$ cat src/rtl/core/rqcf_pkg.sv
// Shared types, constants and the feature slot table for the contact feature core.
package rqcf_pkg;

   localparam int COORD_WIDTH_DEF = 32;
   localparam int NUM_LANES = 4;
   localparam int NUM_SLOTS = 25;
   localparam int SLOT_CORNER_BASE = 4;
   localparam int SLOT_CROSS_BASE = 8;
   localparam int SLOT_NONE = 24;

   localparam logic [1:0] KIND_QUAD = 2'd0;
   localparam logic [1:0] KIND_CORNER = 2'd1;
   localparam logic [1:0] KIND_CROSS = 2'd2;
   localparam logic [1:0] KIND_NONE = 2'd3;

   typedef struct packed {
      logic en_a;
      logic en_b;
      logic en_c;
   } pipe_en_type;

   typedef struct packed {
      logic [3:0] side;
      logic [3:0] edge_ok;
   } lane_res_type;

   typedef struct packed {
      logic [1:0] kind;
      logic [1:0] quad_index;
      logic [1:0] rect_index;
   } slot_type;

   // Slot order: quad vertices 3..0, corners 0..3, crossings by edge r then q = 3..0, none.
   function automatic slot_type slot_info(input logic [4:0] s);
      logic [4:0] k;
      logic [1:0] q;
      slot_type t;
      k = s - 5'(SLOT_CROSS_BASE);
      q = 2'd3 - k[1:0];
      t.kind = KIND_NONE;
      t.quad_index = 2'd0;
      t.rect_index = 2'd0;
      if (s < 5'(SLOT_CORNER_BASE)) begin
         t.kind = KIND_QUAD;
         t.quad_index = 2'd3 - s[1:0];
      end else if (s < 5'(SLOT_CROSS_BASE)) begin
         t.kind = KIND_CORNER;
         t.rect_index = s[1:0];
      end else if (s < 5'(SLOT_NONE)) begin
         t.kind = KIND_CROSS;
         t.quad_index = q + 2'd3;
         t.rect_index = k[3:2];
      end
      return t;
   endfunction

endpackage

$ cat src/rtl/core/rqcf_merge.sv
// Merging stage: builds the ordered feature mask from the lanes and emits one feature a cycle.
module rqcf_merge (
   input  logic                   clock,
   input  logic                   reset,
   input  logic                   in_valid,
   input  rqcf_pkg::lane_res_type lane_res [rqcf_pkg::NUM_LANES],
   output logic                   ready,
   output logic                   rsp_valid,
   output logic [1:0]             rsp_feature_kind,
   output logic [1:0]             rsp_quad_index,
   output logic [1:0]             rsp_rect_index,
   output logic [4:0]             rsp_feature_number,
   output logic                   rsp_last
);
   import rqcf_pkg::*;

   logic [NUM_SLOTS-1:0] pend_ff, pend_in, pend_left, mask;
   logic                 act_ff, act_in;
   logic [4:0]           cnt_ff, cnt_in;
   logic                 vld_ff, vld_in;
   slot_type             out_ff, out_in;
   logic [4:0]           num_ff, num_in;
   logic                 last_ff, last_in;
   logic [4:0]           sel;
   logic                 fin, take;
   logic [3:0]           qin, rin;
   logic                 all_q, stop_corner;
   slot_type             cur;

   // Gather the lane results into the fixed emission order.
   always_comb begin
      mask = '0;
      for (int q = 0; q < 4; q++) begin
         qin[q] = &lane_res[q].side;
      end
      for (int r = 0; r < 4; r++) begin
         rin[r] = lane_res[0].edge_ok[r] & lane_res[1].edge_ok[r] &
                  lane_res[2].edge_ok[r] & lane_res[3].edge_ok[r];
      end
      all_q = &qin;
      stop_corner = (qin == 4'd0) && (&rin);
      for (int q = 0; q < 4; q++) begin
         mask[3 - q] = qin[q];
      end
      if (!all_q) begin
         for (int r = 0; r < 4; r++) begin
            mask[SLOT_CORNER_BASE + r] = rin[r];
         end
         if (!stop_corner) begin
            for (int r = 0; r < 4; r++) begin
               for (int q = 0; q < 4; q++) begin
                  mask[SLOT_CROSS_BASE + 4 * r + (3 - q)] =
                     (lane_res[q].side[r] != lane_res[(q + 3) % 4].side[r]) &&
                     (lane_res[q].edge_ok[r] != lane_res[q].edge_ok[(r + 1) % 4]);
               end
            end
         end
      end
      mask[SLOT_NONE] = (mask[SLOT_NONE-1:0] == '0);
   end

   always_comb begin
      sel = 5'd0;
      for (int i = NUM_SLOTS - 1; i >= 0; i--) begin
         if (pend_ff[i]) begin
            sel = 5'(i);
         end
      end
      pend_left = pend_ff & ~(NUM_SLOTS'(1) << sel);
      cur = slot_info(sel);
      fin = act_ff && (pend_left == '0);
      ready = !act_ff || fin;
      take = in_valid && ready;

      vld_in = act_ff;
      out_in = cur;
      last_in = fin;
      num_in = (cur.kind == KIND_NONE) ? 5'd0 : cnt_ff + 5'd1;

      pend_in = pend_left;
      cnt_in = cnt_ff + 5'd1;
      act_in = act_ff && !fin;
      if (take) begin
         pend_in = mask;
         cnt_in = 5'd0;
         act_in = 1'b1;
      end
   end

   always_ff @(posedge clock) begin
      if (reset) begin
         act_ff <= 1'b0;
         vld_ff <= 1'b0;
      end else begin
         act_ff <= act_in;
         vld_ff <= vld_in;
      end
      pend_ff <= pend_in;
      cnt_ff <= cnt_in;
      out_ff <= out_in;
      num_ff <= num_in;
      last_ff <= last_in;
   end

   assign rsp_valid = vld_ff;
   assign rsp_feature_kind = out_ff.kind;
   assign rsp_quad_index = out_ff.quad_index;
   assign rsp_rect_index = out_ff.rect_index;
   assign rsp_feature_number = num_ff;
   assign rsp_last = last_ff;

endmodule

$ cat config.mk
export PLATFORM = sky130hd
export DESIGN_NAME = rqcf_merge
export DESIGN_NICKNAME = d
export VERILOG_FILES = /design/src/rtl/core/rqcf_pkg.sv /design/src/rtl/core/rqcf_merge.sv
export SDC_FILE = /design/constraint.sdc
export NUM_CORES = 1
export LEC_CHECK = 0
export ABC_AREA = 0
export BUFFER_PORTS_ARGS = -buffer_cell sky130_fd_sc_hd__buf_4
export CORE_ASPECT_RATIO = 0.75
export CORE_MARGIN = 10
export CORE_UTILIZATION = 55
export DETAILED_ROUTE_END_ITERATION = 16
export PLACE_DENSITY = 0.78
export SETUP_SLACK_MARGIN = 0.5
export SLEW_MARGIN = 20
export SYNTH_ARGS = -nofsm -noshare
export SYNTH_HDL_FRONTEND = slang
export SYNTH_SLANG_ARGS = --single-unit
$ cat constraint.sdc
create_clock -name clock -period 8.2 [get_ports clock]
set_input_delay 1.64 -clock clock [delete_from_list [all_inputs] [get_ports clock]]
set_output_delay 1.64 -clock clock [all_outputs]
set_load 0.05 [all_outputs]
* Yosys cells after proc, flatten, opt, wreduce, memory -nomap -nowiden
Index checks and enable logic that the tools add are counted.
Operators by class: multiplexer cells 34, bitwise logic cells 14, shifts and indexed selects 1, add/subtract/negate cells 5, magnitude comparators 3, reduce and logical (&&, ||, !) cells 32, eq/ne operators 33
Operators by type and width (count):
- 5-bit two-way mux | 26
- 1-bit != test | 32
- 25-bit bitwise AND | 1
- 25-bit logical NOT | 1
- 25-bit two-way mux | 1
- 25-bit NOT | 1
- 1-bit by 5-bit << shifter with 25-bit output (first input constant) | 1
- 24-bit logical NOT | 1
- 1-bit logical AND | 20
- 20-bit two-way mux | 1
- 4-bit AND reduction | 5
- 16-bit two-way mux | 1
- 16-bit AND reduction | 1
- 1-bit bitwise AND | 12
- 2-bit two-way mux | 3
- 5-bit by 1-bit adder with 5-bit output (second input constant) | 1
- 5-bit by 3-bit < comparator with 1-bit output (second input constant) | 1
- 5-bit by 4-bit < comparator with 1-bit output (second input constant) | 1
- 5-bit < comparator (second input constant) | 1
- 4-bit logical NOT | 1
- 4-bit two-way mux | 1
- 2-bit subtractor (first input constant) | 2
- 4-bit subtractor (second input constant) | 1
- 2-bit adder (second input constant) | 1
- other kinds (4) | 5
Word-level totals: word-level logic and storage cells 131, bits of input ports 35, output and inout bits 14, flip-flop bits (word level) 44

* Logic depth before layout (Yosys ltp)
Gate-level depths: netlist of the first run.
depth in word-level cells 33, gate-level depth with buffers 17, mapped depth without buffers 16

* Worst setup path before layout of the first run
Ideal clock, no wire load.
kind register to output, start register pend_ff[13], end output port ready, arrival time 3.444 ns, cell stages (with the launch flop) 16, path buffers 0, data required time 6.560 ns, slack 3.116 ns, path through dfxtp_1 > inv_1 > a2111oi_0 > o311ai_1 > o211a_2 > a21o_1 > inv_1 > ha_1 > nand2_1 > o21ai_0 > nand2_1 > a2111oi_4 > nand4_1 > nor3_2 > a21oi_2 > inv_2
Between the ends: longest elaborated chain between the ends 20
RTL lines:
- from (decl) | line rqcf_merge.sv:17 | logic [NUM_SLOTS-1:0] pend_ff, pend_in, pend_left, mask;
- from (signal assigned) | line rqcf_merge.sv:98 | pend_ff <= pend_in;
- 5-bit two-way mux (14 in a row) | line rqcf_merge.sv:65 | if (pend_ff[i]) begin
- 1-bit by 5-bit << shifter with 25-bit output | line rqcf_merge.sv:69 | pend_left = pend_ff & ~(NUM_SLOTS'(1) << sel);
- 25-bit NOT | line rqcf_merge.sv:69
- 25-bit bitwise AND * | line rqcf_merge.sv:69
- 25-bit logical NOT * | line rqcf_merge.sv:71 | fin = act_ff && (pend_left == '0);
- 1-bit logical AND * | line rqcf_merge.sv:71
- 1-bit logical OR * | line rqcf_merge.sv:72 | ready = !act_ff || fin;
- to (decl) | line rqcf_merge.sv:7 | output logic ready,
Every way passes the cells marked *; elsewhere a longest branch is shown, timed or not.

* Final worst setup path of the first run
Same ends and word-level chain as after synthesis.

==> results.ini, run 1 <==
[run_status]
outcome = finished, final reports clean

[logic_synthesis]
avgSynthCellArea_sq_um = 7.96
ys_seq_elements = 44
yosysUniqueCellTypes = 65
yosysMostFrequentCell = nor2_1
syn_inst = 374
yosysWarnings = 0
ys_seq_area_share_pct = 29.6
synth.top_cells.by_count = nor2_1, dfxtp_1, nand4_1
yosys.area.top_type = dfxtp_1
synth_nets = 412
syn_area_sq_um = 2980
ys_async_sr_fraction_pct = 0
synth.top_cell.area_share_pct = 29.6
synth_edf_count = 0
ys.flop_type = dfxtp_1
synthTopCellsByArea = dfxtp_1, xnor2_1, nor2_1

[worst_setup_path]
startpoint_type = register
critPathMaxFanout = 15
endpoint_kind = output pin
cp_num_buf_inv = 4
slowest_delay_ns = 0.63
worstPathRequired_ns = 6.56
slowest_stage = nor3_4
cpLargestDelayFamily = compound AO/OA/AOI/OAI gates
crit_arrival_ns = 4.84
path_class = reg -> out
path_cells = inv_1 > a2111oi_0 > o311ai_1 > o211a_2 > a21o_1 > inv_1 > ha_1 > nand2_1 > o21ai_0 > nand2_1 > a2111oi_4 > nand4_1 > nor3_4 > a21oi_2 > inv_2 > buf_4

[place]
place_congestion = 1.07
dp_cells = 483
hpwlAfterDp_mm = 8.29
port_buffers = 48
place_area_sq_um = 3380
dp_slack_ns = 1.90

[clocking]
clock_latency_ns = 0.30
h-tree-depth = 2
cts_resized = 0
hold_buffers = 0
cts_buffer_depth = 2
clock-sinks = 44
postCtsSetupBuffers = 0
cts_tree = built
cts_buffers = 5
cts.reportedPaths.clkPinSlew_ns = 0.09
ctsRootBufferMaster = clkbuf_8

[timing]
holdWs_ns = 0.465
finalHoldViolCount = 0
min_period_ns = 6.48
setup_tns_ns = 0
setup_viol = 0
max_slew_margin_pct = 49.5
period_share_pct = 79.0
slew_violations = 0
max_slew.worst_pin.slew_ns = 0.756
clock.fmax_mhz = 154
fin_ws_ns = 1.72
finClkSkew_ns = 0.00841
rsz0062_at_grt = no

[power]
finalPower_mw = 1.23
powerDensity_nw_per_um2 = 352
ir_drop_uv = 174
p_leak_nw = 1.35

[cells_and_area]
area_growth_pct = 17.8
final_util_pct = 66.2
final_cells = 491
drive_gt1_share_pct = 19.7
post-route-cell-area_sq_um = 3500
antenna_cells = 0
fin_nets = 453

[drt]
ant_nets = 0
wl_mm = 10.6
drc_errors = 0
vias_per_cell = 6.73
drt-pass1-iter-count = 5
wl_per_cell_um = 21.6
drtIter0Drc = 501
num_vias = 3306

[floorplan]
die-area_sq_um = 8780
die_height_um = 83.7
initial_core_util_pct = 56.2
dieWidth_um = 105
io_pins = 49
placement_rows = 23
core_area_sq_um = 5300

[global_routing]
grt_pass1_vias = 2965
grt_first_pass_wirelength_mm = 16.5
grt_use_total_pct = 23.0
overflow = 0
antenna_found_initial = 0
grt_max_degree = 38

[worst_hold_path]
hold_path_class = reg -> reg

[run]
cap_violations = 0

flip-flops by register name (all words and copies together), names as in the netlist:
| signal | count |
|---|---|
| rsp_rect_index | 2 |
| cnt_ff | 5 |
| act_ff | 1 |
| rsp_quad_index | 2 |
| rsp_feature_kind | 2 |
| rsp_valid | 1 |
| pend_ff | 25 |
| rsp_last | 1 |
| rsp_feature_number | 5 |
power by group:
part	leakage (nW)	total (mW)	switching, mW	internal, mW
combinational	0.929	0.698	0.455	0.242
sequential	0.364	0.355	0.0824	0.273
clock	0.0614	0.180	0.0807	0.0998
total	1.35	1.23	0.619	0.615
final cells by class:
cell class                 count  area [sq um]
fill                         478          1790
clock inverter                 2          38.8
timing repair buffer          48           360
tap                           75          93.8
clock buffer                   6          82.6
multi-input combinational    300          1990
inverter                      16          60.1
sequential                    44           881
cells by family (layout without fill, tap and decap cells):
| kind of cell | Yosys count | count (layout) | share of synthesized area [%] |
|---|---|---|---|
| and+or+nand+nor | 157 | 157 | 29.0 |
| AOI/OAI and AO/OA | 105 | 105 | 26.0 |
| DFF | 44 | 44 | 29.6 |
| buffers and inverters | 30 | 72 | 3.87 |
| xor gates and xnor gates | 35 | 35 | 10.3 |
| adders and majority gates | 3 | 3 | 1.26 |
cells in the final DEF, fill, tap and decap left out, drive strengths merged, types with 3 or more instances in the layout:
master and n:
a2111oi 5, a21boi 3, a21o 4, a21oi 16, a31oi 6, a32oi 5
and2 3, buf 48, clkbuf 6, dfxtp 44, ha 3, inv 16
nand2 23, nand2b 3, nand3 23, nand4 27, nor2 49, nor2b 3
nor3 5, nor4 10, o211ai 9, o21ai 18, o22ai 8, o31ai 7
or2 3, or4 4, xnor2 25, xor2 10
final timing paths:
kind,slack (ns),from,cells after the start,endpoint
max reg2reg,3.61,pend_ff[13],15,pend_ff[22]
min reg2reg,0.47,cnt_ff[0],1,rsp_feature_number[0]
min,0.47,cnt_ff[0],1,rsp_feature_number[0]
max,1.72,pend_ff[13],16,ready
per-layer routing:
| metal | share of wire [%] | up-vias | track usage (%) | wire [um] |
|---|---|---|---|---|
| met4 | 1.8 | 2 | 5.72 | 186 |
| li1 | - | 1496 | - | - |
| met3 | 13 | 28 | 6.17 | 1390 |
| met2 | 42 | 256 | 32.3 | 4410 |
| met5 | 0.43 | - | 4.17 | 46 |
| met1 | 43 | 1524 | 33.0 | 4550 |
worst reg2reg max path, delay by kind of cell (launching register included):
family | cells | cell delay (ns)
buf+inv | 2 | 0.13
flops | 1 | 0.47
fa+ha+maj | 1 | 0.26
simple gates | 4 | 1.06
compound gates | 8 | 2.56
No activity file was read; power rests on OpenSTA's default activity.
==> run 2: changes to the inputs <==
--- a/config.mk
+++ b/config.mk
@@ -5,13 +5,13 @@
 export SDC_FILE = /design/constraint.sdc
 export NUM_CORES = 1
 export LEC_CHECK = 0
-export ABC_AREA = 0
+export ABC_AREA = 1
 export BUFFER_PORTS_ARGS = -buffer_cell sky130_fd_sc_hd__buf_4
 export CORE_ASPECT_RATIO = 0.75
 export CORE_MARGIN = 10
 export CORE_UTILIZATION = 55
 export DETAILED_ROUTE_END_ITERATION = 16
-export PLACE_DENSITY = 0.78
+export PLACE_DENSITY = 0.79
 export SETUP_SLACK_MARGIN = 0.5
 export SLEW_MARGIN = 20
 export SYNTH_ARGS = -nofsm -noshare
==> constraint.sdc (replaced) <==
create_clock -name clock -period 6 [get_ports clock]
set_input_delay 1.2 -clock clock [delete_from_list [all_inputs] [get_ports clock]]
set_output_delay 1.2 -clock clock [all_outputs]
set_load 0.05 [all_outputs]
==> results.ini, run 2 <==
[clocking]
ctsRootBufferMaster = clkbuf_8
cts_buffers = 5
clock_latency_ns = 0.31
cts_buffer_depth = 2
clock-sinks = 44
cts_tree = built
hold_buffers = 0
h-tree-depth = 2
cts.reportedPaths.clkPinSlew_ns = 0.09

[worst_setup_path]
crit_arrival_ns = 3.83
endpoint_kind = output pin
worstSetupStartpoint = pend_ff[23]
r2r-start = pend_ff[23]
timing.rr.end = pend_ff[2]
r2r_slack_ns = 2.05
ff2ff_path_depth = 41
cp_common_cell = nand2_1
startpoint_type = register
critPathMaxFanout = 6
path_class = reg -> out
worstPathRequired_ns = 4.80
slowest_delay_ns = 0.40
slowest_stage = dfxtp_1
cp-endpoint = ready

[place]
dp_slack_ns = 0.910
hpwlAfterDp_mm = 6.68
port_buffers = 48
place_congestion = 0.991

[cells_and_area]
fill_cells = 439
drive_gt1_share_pct = 22.5
mostFrequentLayoutCell = nand2_1
area_growth_pct = 20.8
layout_common_cells = nand2_1, inv_1, buf_4
fin_nets = 508
largest_reg_flops = 25
antenna_cells = 0
top_register = pend_ff

[logic_synthesis]
ys_seq_elements = 44
yosysMostFrequentCell = nand2_1
syn_area_sq_um = 2830
yosys.area.top_type = dfxtp_1
ys.flop_type = dfxtp_1
synth.top_cell.area_share_pct = 31.1
avgSynthCellArea_sq_um = 6.77
yosysUniqueCellTypes = 32
synth.top_cells.by_count = nand2_1, inv_1, dfxtp_1
ys_async_sr_fraction_pct = 0
yosysWarnings = 0
synthTopCellsByArea = dfxtp_1, nand2_1, inv_1
ys_seq_area_share_pct = 31.1
synth_edf_count = 0
synth_nets = 456
syn_inst = 418

[power]
ir_drop_uv = 257
p_leak_nw = 1.80
powerDensity_nw_per_um2 = 408

[timing]
max_slew.worst_pin.slew_ns = 0.569
max_slew_margin_pct = 61.7
finalHoldViolCount = 0
rsz0062_at_grt = no
holdWs_ns = 0.449
clock.fmax_mhz = 199
setup_tns_ns = 0
finClkSkew_ns = 0.0109
setup_viol = 0
period_share_pct = 83.8
slew_violations = 0
min_period_ns = 5.03
fin_ws_ns = 0.969

[floorplan]
io_pins = 49
initial_core_util_pct = 57.4
placement_rows = 22
die_height_um = 82.1
core_area_sq_um = 4930
die-area_sq_um = 8440
dieWidth_um = 103

[drt]
ant_nets = 0
drc_errors = 0
wl_per_cell_um = 15.6
drtIter0Drc = 205
drt-pass1-iter-count = 5
num_vias = 2852
wl_mm = 8.30
vias_per_cell = 5.37

[global_routing]
grt_max_degree = 34
grt_use_total_pct = 19.9
grt_first_pass_wirelength_mm = 13.2
overflow = 0
antenna_found_initial = 0
grt_pass1_vias = 2789

[run]
cap_violations = 0

[run_status]
outcome = finished, final reports clean

[worst_hold_path]
hold_path_class = reg -> reg

[run 2: cell families (layout without fill, tap and decap cells)]
group / Yosys count / in the layout / share of synthesized area, %
AND/OR/NAND/NOR: 219 / 220 / 37.2
flip-flops: 44 / 44 / 31.1
adder cells (fa/ha/maj): 3 / 3 / 1.33
XOR/XNOR: 35 / 35 / 10.8
AO/OA/AOI/OAI: 38 / 38 / 7.92
buffers and inverters: 79 / 131 / 11.5
[run 2: what timing repair did]
item,4_1_cts,5_1_grt
setup buffers,0,4
endpoints found under the hold margin,0,0
endpoints found under the setup margin,0,1
resized for setup,0,12
[run 2: report_power, final]
| group | switching (mW) | total [mW] | internal (mW) | leakage, nW |
|---|---|---|---|---|
| Sequential | 0.0396 | 0.400 | 0.360 | 0.364 |
| Combinational | 0.509 | 0.750 | 0.241 | 1.38 |
| Clock | 0.108 | 0.245 | 0.136 | 0.0614 |
| Total | 0.657 | 1.39 | 0.738 | 1.80 |
[run 2: critical path, delay by kind of cell, from the launching register on]
kind | cells | cell delay [ns]
flip-flops | 1 | 0.40
AO/OA/AOI/OAI | 1 | 0.13
AND/OR/NAND/NOR | 33 | 2.46
buffers and inverters | 3 | 0.33
adder cells (fa/ha/maj) | 1 | 0.22
[run 2: how the worst min path moves through the flow]
stage / endpoint / cells after the start / startpoint / slack, ns
after global routing: rsp_feature_number[0] / 1 / cnt_ff[0] / 0.49
after floorplan: rsp_feature_number[0] / 1 / cnt_ff[0] / 0.43
after CTS: rsp_feature_number[0] / 1 / cnt_ff[0] / 0.46
after global placement: rsp_feature_number[0] / 1 / cnt_ff[0] / 0.45
after detailed placement: rsp_feature_number[0] / 1 / cnt_ff[0] / 0.45
final: rsp_feature_number[0] / 1 / cnt_ff[0] / 0.45
[run 2: per-layer routing]
metal,track usage (%),part of all wire (%),vias to the layer above
li1,-,-,1419
met1,27.1,48,1292
met2,31.1,43,129
met3,4.40,7.6,12
met4,5.26,1.3,0
met5,0,0,-
[run 2: metrics by stage]
stage / total power, mW / instance area (sq um) / utilization [%] / instances
finish: 1.39 / 3420 / 69.3 / 531
global route: 1.49 / 3420 / 69.3 / 531
floorplan: 0.928 / 2830 / - / 418
CTS: 1.36 / 3330 / 67.5 / 526
detailed placement: 1.12 / 3200 / 65.0 / 518
global placement: 1.12 / 3200 / 65.0 / 518
[run 2: layout make-up]
class / count / area, sq um / area share, %
Clock inverter: 2 / 38.8 / 1.14
Clock buffer: 6 / 82.6 / 2.42
Sequential cell: 44 / 882 / 25.8
Multi-Input combinational cell: 296 / 1680 / 49.1
Inverter: 71 / 267 / 7.80
Timing Repair Buffer: 52 / 394 / 11.5
Tap cell: 60 / 75.1 / 2.20
